$ cat src/hdl/stsd_pkg.sv
// ----------------------------------------------------------------------------
// stsd_pkg
// Shared types and widths for the sphere triangle subdivider.
// ----------------------------------------------------------------------------
package stsd_pkg;

  localparam int COORD_FRAC_BITS = 14;

  // coordinate, edge sum, square and length widths
  localparam int CW  = 16;
  localparam int SW  = CW + 1;
  localparam int SQW = 2 * SW;
  localparam int LW  = SQW + 2;

  // quotient sq * 2^K / len, then integer square root of it
  localparam int K   = 2 * COORD_FRAC_BITS + 2;
  localparam int QW  = K + 1;
  localparam int RW  = COORD_FRAC_BITS + 2;
  localparam int NW  = 2 * RW;

  localparam int FRONT_LAT = 3;
  localparam int NORM_LAT  = QW + RW + 1;
  localparam int PIPE_LAT  = FRONT_LAT + NORM_LAT;

  localparam int NUM_EDGES = 3;
  localparam int NUM_COMPS = 3;

  typedef struct packed {
    logic signed [CW-1:0] z;
    logic signed [CW-1:0] y;
    logic signed [CW-1:0] x;
  } vec_t;

  typedef struct packed {
    vec_t c;
    vec_t b;
    vec_t a;
  } tri_t;

  typedef struct packed {
    tri_t verts;
    logic mesh_end;
  } item_t;

  // which of the four output triangles is shown
  typedef enum logic [1:0] {
    SEL_A_CORNER,
    SEL_B_CORNER,
    SEL_CENTER,
    SEL_C_CORNER
  } tri_sel_e;

  // edge order: a+b, a+c, b+c
  localparam int EDGE_AB = 0;
  localparam int EDGE_AC = 1;
  localparam int EDGE_BC = 2;

endpackage

$ cat src/hdl/stsd_emit.sv
// ----------------------------------------------------------------------------
// stsd_emit
// Output stage: holds one subdivided triangle and sends its four children.
// ----------------------------------------------------------------------------
module stsd_emit (
  input  logic                  clk_i,
  input  logic                  rst_ni,
  input  logic                  load_i,
  input  stsd_pkg::item_t       item_i,
  input  stsd_pkg::vec_t [2:0]  mid_i,
  input  logic                  tready_i,
  output logic                  tvalid_o,
  output stsd_pkg::tri_t        tdata_o,
  output logic                  tlast_o,
  output logic                  tuser_o,
  output logic                  free_o
);
  import stsd_pkg::*;

  tri_sel_e     sel_d, sel_q;
  logic         vld_d, vld_q;
  item_t        item_q;
  vec_t [2:0]   mid_q;

  assign free_o = !vld_q || (sel_q == SEL_C_CORNER && tready_i);

  always_comb begin
    sel_d = sel_q;
    vld_d = vld_q;
    if (load_i) begin
      sel_d = SEL_A_CORNER;
      vld_d = 1'b1;
    end else if (vld_q && tready_i) begin
      case (sel_q)
        SEL_A_CORNER: sel_d = SEL_B_CORNER;
        SEL_B_CORNER: sel_d = SEL_CENTER;
        SEL_CENTER:   sel_d = SEL_C_CORNER;
        default: begin
          sel_d = SEL_A_CORNER;
          vld_d = 1'b0;
        end
      endcase
    end
  end

  always_ff @(posedge clk_i or negedge rst_ni) begin
    if (!rst_ni) begin
      sel_q <= SEL_A_CORNER;
      vld_q <= 1'b0;
    end else begin
      sel_q <= sel_d;
      vld_q <= vld_d;
    end
  end

  always_ff @(posedge clk_i) begin
    if (load_i) begin
      item_q <= item_i;
      mid_q  <= mid_i;
    end
  end

  always_comb begin
    tdata_o = '0;
    tlast_o = 1'b0;
    tuser_o = 1'b0;
    case (sel_q)
      SEL_A_CORNER: begin
        tdata_o.a = item_q.verts.a;
        tdata_o.b = mid_q[EDGE_AB];
        tdata_o.c = mid_q[EDGE_AC];
      end
      SEL_B_CORNER: begin
        tdata_o.a = mid_q[EDGE_AB];
        tdata_o.b = item_q.verts.b;
        tdata_o.c = mid_q[EDGE_BC];
      end
      SEL_CENTER: begin
        tdata_o.a = mid_q[EDGE_AB];
        tdata_o.b = mid_q[EDGE_BC];
        tdata_o.c = mid_q[EDGE_AC];
      end
      default: begin
        tdata_o.a = mid_q[EDGE_AC];
        tdata_o.b = mid_q[EDGE_BC];
        tdata_o.c = item_q.verts.c;
        tlast_o   = 1'b1;
        tuser_o   = item_q.mesh_end;
      end
    endcase
  end

  assign tvalid_o = vld_q;

endmodule

$ cat config.mk
export PLATFORM = sky130hd
export DESIGN_NAME = stsd_emit
export DESIGN_NICKNAME = d
export VERILOG_FILES = /design/src/hdl/stsd_pkg.sv /design/src/hdl/stsd_emit.sv
export SDC_FILE = /design/constraint.sdc
export NUM_CORES = 1
export LEC_CHECK = 0
export BUFFER_PORTS_ARGS = -buffer_cell sky130_fd_sc_hd__buf_2
export CAP_MARGIN = 20
export CORE_AREA = 3 3 168 170
export DETAILED_ROUTE_END_ITERATION = 12
export DIE_AREA = 0 0 171 173
export PLACE_DENSITY = 0.75
export SYNTH_ARGS = -nofsm -noshare
export SYNTH_HDL_FRONTEND = slang
export SYNTH_SLANG_ARGS = --single-unit
$ cat constraint.sdc
create_clock -name clk_i -period 3.3 [get_ports clk_i]
set_input_delay 0.33 -clock clk_i [delete_from_list [all_inputs] [get_ports clk_i]]
set_output_delay 0.33 -clock clk_i [all_outputs]
set_load 0.05 [all_outputs]
## Word level (Yosys, flattened, before mapping)

Index checks and enable logic that the tools add are counted.

| storage, ports and cells | value |
|---|---|
| register bits after elaboration | 292 |
| latch bits | 0 |
| RAM bits | 0 |
| ROM bits | 0 |
| input port bits | 293 |
| output and inout bits | 148 |
| logic and storage cells | 42 |
| memories | 0 |

| cells by class | value |
|---|---|
| add/sub/neg operators | 0 |
| multipliers | 0 |
| div/mod/pow operators | 0 |
| order comparisons | 0 |
| equality and inequality tests | 4 |
| shift-type cells | 0 |
| muxes and demuxes | 9 |
| bitwise operators | 0 |
| reduce and logical (&&, ||, !) cells | 8 |

Operators with widths:

| operator | count |
|---|---|
| case mux 144 bit (3 select lines) | 1 |
| case mux 2 bit (3 select lines) | 1 |
| 2-to-1 mux 1 bit | 5 |
| == test 2 bit, second input constant | 2 |
| 2-to-1 mux 2 bit | 2 |
| OR reduction 3 bit | 1 |
| == test 2 x 1 -> 1 bit, second input constant | 1 |
| logical AND 1 bit | 2 |
| logical NOT 2 bit | 1 |
| != test 2 x 1 -> 1 bit, second input constant | 1 |
| AND reduction 2 bit | 1 |
| nonzero test 2 bit | 1 |
| logical NOT 1 bit | 1 |
| logical OR 1 bit | 1 |

## Depth between registers and ports, before layout

Gate-level depths: netlist of run 1.

| depth | value |
|---|---|
| word-level depth | 5 |
| gate-level depth with buffers | 7 |
| gate-level depth less buffers | 4 |

## Least setup slack after synthesis of run 1

No wires, ideal clock.

| timing | value |
|---|---|
| kind | flip-flop to output port |
| from | register sel_q[0] |
| to | output tdata_o[100] (netlist name) |
| arrival | 2.274 ns |
| data required time | 2.970 ns |
| slack | 0.696 ns |
| cell stages (with the launch flop) | 7 |
| path buffers | 3 |
| path through | dfrtp_1 > ha_1 > buf_6 > buf_2 > buf_2 > a21oi_1 > a21oi_1 |

RTL lines:

| what | line | text |
|---|---|---|
| from (decl) | stsd_emit.sv:20 | `tri_sel_e sel_d, sel_q;` |
| from (signal assigned) | stsd_emit.sv:51 | `sel_q <= sel_d;` |
| to (decl) | stsd_emit.sv:13 | `output stsd_pkg::tri_t tdata_o,` |

==> run metrics, run 1 <==
total core area=26,900 µm²; RSZ-0062 raised after global routing=no; total negative slack=0 ps; unique cell type count in the Yosys netlist=22; final hold vios=0; CTS tree=yes; vias per cell=5.61; syn nets=1,163; H-Tree Depth=1; crit path cell chain=ha_4 > buf_12 > a21oi_1 > a21oi_1 > buf_2; hpwl dp=22.7 mm; Clock Latency Late Sink=540 ps; nets=1,865; Clock Path Buffers=3; ANT nets after route=0; most common cell after layout, fill and taps aside=buf_2; Peak Freq=0.320 GHz; most frequent cells in the layout=439 x buf_2, 290 x dlygate4sd3_1, 289 x edfxtp_1, 194 x a21oi_1, 96 x nor2b_1; PD cells=581 nW/µm²; GR Overflow Total=0; Yosys top cell by area=edfxtp_1; die area=29,600 µm²; Synth Area in Compound Gates=18.7%; Via Count=10,800; Die Span X=171 µm; R2R cell count=4; Worst Skew=4.41 ps; Clock Pin Slew Worst Setup and Hold Paths=60 ps; Tmin final=3130 ps; pre-CTS setup slack=601 ps; reg-to-reg startpoint=sel_q[0]; Synth top area share=71.8%; Worst path slowest cell=buf_12; Max stage delay on crit path=610 ps; Non-Filler Instances=1,933; final wirelength=41.6 mm; hold depth=2; RR Endpoint=tvalid_o; syn_area_per_cell=14.0 µm²; Top cell by count, worst path=a21oi_1; DR WL/cell=21.5 µm; CTS Buf Count=31; vias in the first global route=11,300; final setup margin=173 ps; clock root cell=clkbuf_16; hold_sp=tready_i; DR DRC count=0; CP Capture Type=output port; All-Layer GR Usage=26.9%; post-synthesis sequential area ratio=72.4%; layout cell share with drive strength beyond 1=31.5%; Worst Tran Pin Value=997 ps; RePlAce Congestion=0.876; WHS Endpoint=sel_q[0]; first-pass GRT wire length=62.7 mm; Critical Path Source Type=flop; Post-CTS Setup Inserts=0; Static Leak=7.24 nW; PortBufs=440; Slew Limit Fails=0; IO Pins=441; Area Growth Syn to Fin=52.9%; initial antenna violation count=3; Synth Area in Simple Gates=5.24%; Post-Syn Area=12,100 µm²; largest net degree at the start of global routing=244; Adder-Cell Fraction of Synth Area=0.517%; Synth area leaders=edfxtp_1 72%, a21oi_1 8.0%, nor2b_1 5.0%, o21ai_0 3.8%, o2bb2ai_1 3.5%; Crit Path Class=reg2out; status=finished clean; portion of netlist area occupied by mux cells=0%; HP Class=in2reg; max-cap viol count=0; reg-to-reg slack, setup=1530 ps; hold_ws=92.3 ps; Final Setup Violations=0; Die Y=173 µm; CTS Sinks=292; WP data required=2970 ps; 1st-pass router iterations=7; Synth Area in XOR/XNOR=0%; fin crit share=94.7%; CP max FO=243; Initial Util=45.0%; Cells after Synth=865; fillers=1,707; Synth Warn #=0; arrival time worst endpoint=2800 ps; slew margin rel.=33.5%; Yosys reg bits=292; placed cells=1,585; Row Count=60; peak supply drop=0.387 mV; Starting DRT DRC Count=1,050; total power=10.7 mW; largest family of logic cells by synthesized area=compound AO/OA/AOI/OAI gates
==> cell type report <==
cell class,count,area [µm²],share of cell area [%]
Multi-Input combinational cell,497,3010,16.3
Antenna cell,3,7.51,0.0406
Clock buffer,45,878,4.75
Inverter,2,7.51,0.0406
Clock inverter,10,77.6,0.420
Tap cell,341,427,2.31
Sequential cell,292,8750,47.4
Timing Repair Buffer,743,5330,28.8
==> sequential cells by signal (all words and copies together), names as in the netlist <==
register,cells
item_q,145
mid_q,144
sel_q,2
tvalid_o,1
==> how the worst max path moves through the flow <==
stage / startpoint / end / slack (ps) / depth (start not counted)
2_1_floorplan: sel_q[0] / tdata_o[100] / 700 / 6
3_3_place_gp: sel_q[0] / tdata_o[51] / 700 / 6
3_5_place_dp: sel_q[0] / tdata_o[56] / 600 / 6
4_1_cts: sel_q[0] / tdata_o[56] / 6 / 6
5_1_grt: sel_q[0] / tdata_o[98] / 80 / 5
6_report: sel_q[0] / tdata_o[98] / 170 / 5
==> synthesized netlist by cell type, drive strengths merged <==
library cell	n
o21ai	96
or2	1
dfrtp	3
ha	5
clkbuf	34
a21o	1
a21oi	194
o2bb2ai	48
a21bo	1
and2	1
inv	2
a311oi	1
edfxtp	289
nor2b	96
nand2	3
buf	40
a22oi	48
nand3	1
nor2	1
==> timing repair <==
action,in CTS,in global routing
endpoints found under the hold margin,292,0
hold buffers,290,0
resized for setup,0,1
setup endpoints to repair,0,13
==> cell families (layout without fill, tap and decap cells) <==
| logic type | count (synthesis) | count (layout) |
|---|---|---|
| adders and majority gates | 5 | 5 |
| buffers and inverters | 76 | 800 |
| and+or+nand+nor | 103 | 103 |
| DFF | 292 | 292 |
| AOI/OAI and AO/OA | 389 | 389 |
| other | 0 | 3 |
==> routing by layer <==
layer / global-route usage (%) / part of all wire [%] / wire length [µm] / vias up
li1: - / - / - / 4755
met1: 31.0 / 34 / 14200 / 5198
met2: 47.5 / 52 / 21800 / 729
met3: 5.12 / 8.0 / 3330 / 157
met4: 13.5 / 5.5 / 2300 / 0
met5: 0 / 0 / 0 / -
==> metrics by stage <==
step | area [µm²] | util, %
2_1_floorplan | 12100 | -
3_3_place_gp | 14600 | 54.4
3_5_place_dp | 14600 | 54.4
4_1_cts | 18500 | 68.7
5_1_grt | 18500 | 68.8
6_report | 18500 | 68.8
==> critical path, delay by kind of cell (launching register included) <==
| family | cells | cell delay [ps] |
|---|---|---|
| adders and majority gates | 1 | 200 |
| DFF | 1 | 500 |
| AOI/OAI and AO/OA | 2 | 410 |
| buffers and inverters | 2 | 940 |
==> power breakdown <==
| group | switching (mW) | total (mW) | internal, mW | leakage (nW) |
|---|---|---|---|---|
| logic | 2.03 | 2.89 | 0.858 | 3.91 |
| registers | 0.141 | 4.55 | 4.41 | 2.86 |
| clock network | 1.40 | 3.31 | 1.91 | 0.469 |
| total | 3.57 | 10.7 | 7.18 | 7.24 |
(Power assumes the default switching activity.)
==> inputs of run 2 (changes only) <==
==> constraint.sdc (replaced) <==
create_clock -name clk_i -period 3.3 [get_ports clk_i]
set_input_delay 0 -clock clk_i [delete_from_list [all_inputs] [get_ports clk_i]]
set_output_delay 0 -clock clk_i [all_outputs]
set_load 0.05 [all_outputs]
==> run 2 against run 1 <==
Against the previous run: clock power about the same; clock skew decreased by 4.0 ps; register-to-register slack got worse by 120 ps; final cell count is 0.41% higher; non-clock buffer count rose by 2; power fell by 0.29%; final area barely moved; critical path type unchanged.
==> run metrics, run 2 (same netlist as run 1, synthesis figures left out) <==
vias per cell=5.57 (was 5.61); Largest register FFs=145 (unchanged); Die Y=173 µm (unchanged); Final Setup Violations=0 (unchanged); GR Overflow Total=0 (unchanged); clock root cell=clkbuf_16 (unchanged); final hold vios=0 (unchanged); All-Layer GR Usage=26.9% (about the same); PD cells=580 nW/µm² (was 581 nW/µm²); internal power=7.13 mW (was 7.18 mW); fin crit share=89.1% (was 94.7%); Row Count=60 (unchanged); hold depth=2 (unchanged); HP Class=in2reg (unchanged); Area Growth Syn to Fin=52.7% (was 52.9%); hold_sp=mid_i[132] (was tready_i); Clock power frac=30.7% (was 30.8%); Clock Path Buffers=3 (unchanged); max-cap viol count=0 (unchanged); vias in the first global route=11,500 (was 11,300); NetSw=3.58 mW (was 3.57 mW); layout cell share with drive strength beyond 1=31.3% (was 31.5%); biggest regs=item_q (145), mid_q (144), sel_q (2) (unchanged); CTS Buf Count=31 (unchanged); CTS Sinks=292 (unchanged); CTS tree=yes (unchanged); Crit Path Class=reg2out (unchanged); first-pass GRT wire length=62.6 mm (was 62.7 mm); Initial Util=45.0% (unchanged); DR DRC count=0 (unchanged); Peak Freq=0.340 GHz (was 0.320 GHz); Most flops, register=item_q (unchanged); Critical Path Source Type=flop (unchanged); Via Count=10,800 (about the same); final core occ=68.7% (was 68.8%); WP data required=3300 ps (was 2970 ps); Starting DRT DRC Count=1,066 (was 1,050); total core area=26,900 µm² (unchanged); register share of total power=42.5% (was 42.4%); WHS Endpoint=mid_q[132] (was sel_q[0]); RePlAce Congestion=0.854 (was 0.876); IO Pins=441 (unchanged); 1st-pass router iterations=5 (was 7); R2R cell count=5 (was 4); most common cell after layout, fill and taps aside=buf_2 (unchanged); peak supply drop=0.473 mV (was 0.387 mV); Die Span X=171 µm (unchanged); die area=29,600 µm² (unchanged); ANT nets after route=0 (unchanged); PortBufs=440 (unchanged); Slew Limit Fails=0 (unchanged); H-Tree Depth=1 (unchanged); Sw Ratio=33.4% (was 33.2%); CP max FO=29 (was 243); slew margin rel.=19.3% (was 33.5%); nets=1,867 (was 1,865); initial antenna violation count=7 (was 3); RR Endpoint=sel_q[0] (was tvalid_o); DR WL/cell=21.3 µm (was 21.5 µm); Clock Pin Slew Worst Setup and Hold Paths=60 ps (about the same); Tmin final=2940 ps (was 3130 ps); RSZ-0062 raised after global routing=no (unchanged); hpwl dp=22.9 mm (was 22.7 mm); status=finished clean (unchanged); total negative slack=0 ps (unchanged); most frequent cells in the layout=439 x buf_2, 293 x dlygate4sd3_1, 289 x edfxtp_1, 194 x a21oi_1, 96 x nor2b_1 (was 439 x buf_2, 290 x dlygate4sd3_1, 289 x edfxtp_1, 194 x a21oi_1, 96 x nor2b_1); Worst Tran Pin Value=1210 ps (was 997 ps); CP Capture Type=output port (unchanged); reg-to-reg slack, setup=1410 ps (was 1530 ps); Comb pwr share=26.8% (was 26.9%); final wirelength=41.4 mm (was 41.6 mm); reg-to-reg startpoint=sel_q[0] (unchanged); largest net degree at the start of global routing=244 (unchanged); Static Leak=7.23 nW (was 7.24 nW); arrival time worst endpoint=2940 ps (was 2800 ps); Worst Skew=0.377 ps (was 4.41 ps); Post-CTS Setup Inserts=0 (unchanged); Clock Latency Late Sink=540 ps (about the same)
-- run 2: power groups by stage --
| stage | Combinational [mW] | Sequential (mW) | Clock [mW] |
|---|---|---|---|
| 2_1_floorplan | 1.77 | 4.56 | 0 |
| 3_3_place_gp | 2.49 | 4.60 | 0 |
| 3_5_place_dp | 2.52 | 4.61 | 0 |
| 4_1_cts | 2.80 | 4.54 | 3.32 |
| 5_1_grt | 2.99 | 4.58 | 3.50 |
| 6_report | 2.87 | 4.56 | 3.29 |
-- run 2: metal layers --
| metal | GRT usage [%] | vias to the layer above | wire, µm |
|---|---|---|---|
| li1 | - | 4766 | - |
| met1 | 30.1 | 5122 | 14100 |
| met2 | 47.0 | 745 | 21300 |
| met3 | 5.92 | 176 | 3480 |
| met4 | 15.2 | 0 | 2550 |
| met5 | 0 | - | 0 |
-- run 2: critical path: stages, from the launching register on --
cell       delay [ps]
dfrtp_1           470
inv_1             200
ha_4              290
or2_4             400
buf_4             500
o2bb2ai_1         210
buf_2             330
-- run 2: final cells by class --
type | instances | area (µm²)
inverters | 2 | 7.51
diodes | 7 | 17.5
flip-flops and latches | 292 | 8750
clock buffers | 38 | 802
repair buffers | 745 | 5310
clock inverters | 19 | 144
multi-input cells | 497 | 3010
well taps | 341 | 427
fillers | 1778 | 8410
-- run 2: worst max-delay path by stage --
stage	start	to	slack [ps]	depth (start not counted)
2_1_floorplan	sel_q[0]	tdata_o[100]	1030	6
3_3_place_gp	sel_q[0]	tdata_o[75]	870	6
3_5_place_dp	sel_q[0]	tdata_o[59]	780	6
4_1_cts	sel_q[0]	tdata_o[65]	150	6
5_1_grt	sel_q[0]	tdata_o[74]	210	6
6_report	sel_q[0]	tdata_o[77]	360	6
-- run 2: through the flow --
| stage | area [µm²] | power [mW] | cells | worst slack [ps] | hold slack (ps) |
|---|---|---|---|---|---|
| 2_1_floorplan | 12100 | 6.33 | 865 | 1030 | -296 |
| 3_3_place_gp | 14600 | 7.09 | 1584 | 874 | -200 |
| 3_5_place_dp | 14600 | 7.13 | 1584 | 784 | -196 |
| 4_1_cts | 18400 | 10.7 | 1934 | 152 | 115 |
| 5_1_grt | 18500 | 11.1 | 1941 | 206 | 139 |
| 6_report | 18500 | 10.7 | 1941 | 359 | 149 |
-- run 2: timing repair --
action                                 CTS  global route
endpoints found under the hold margin  372             0
hold buffers                           293             0
setup endpoints to repair                0             1
resized for setup                        0             1
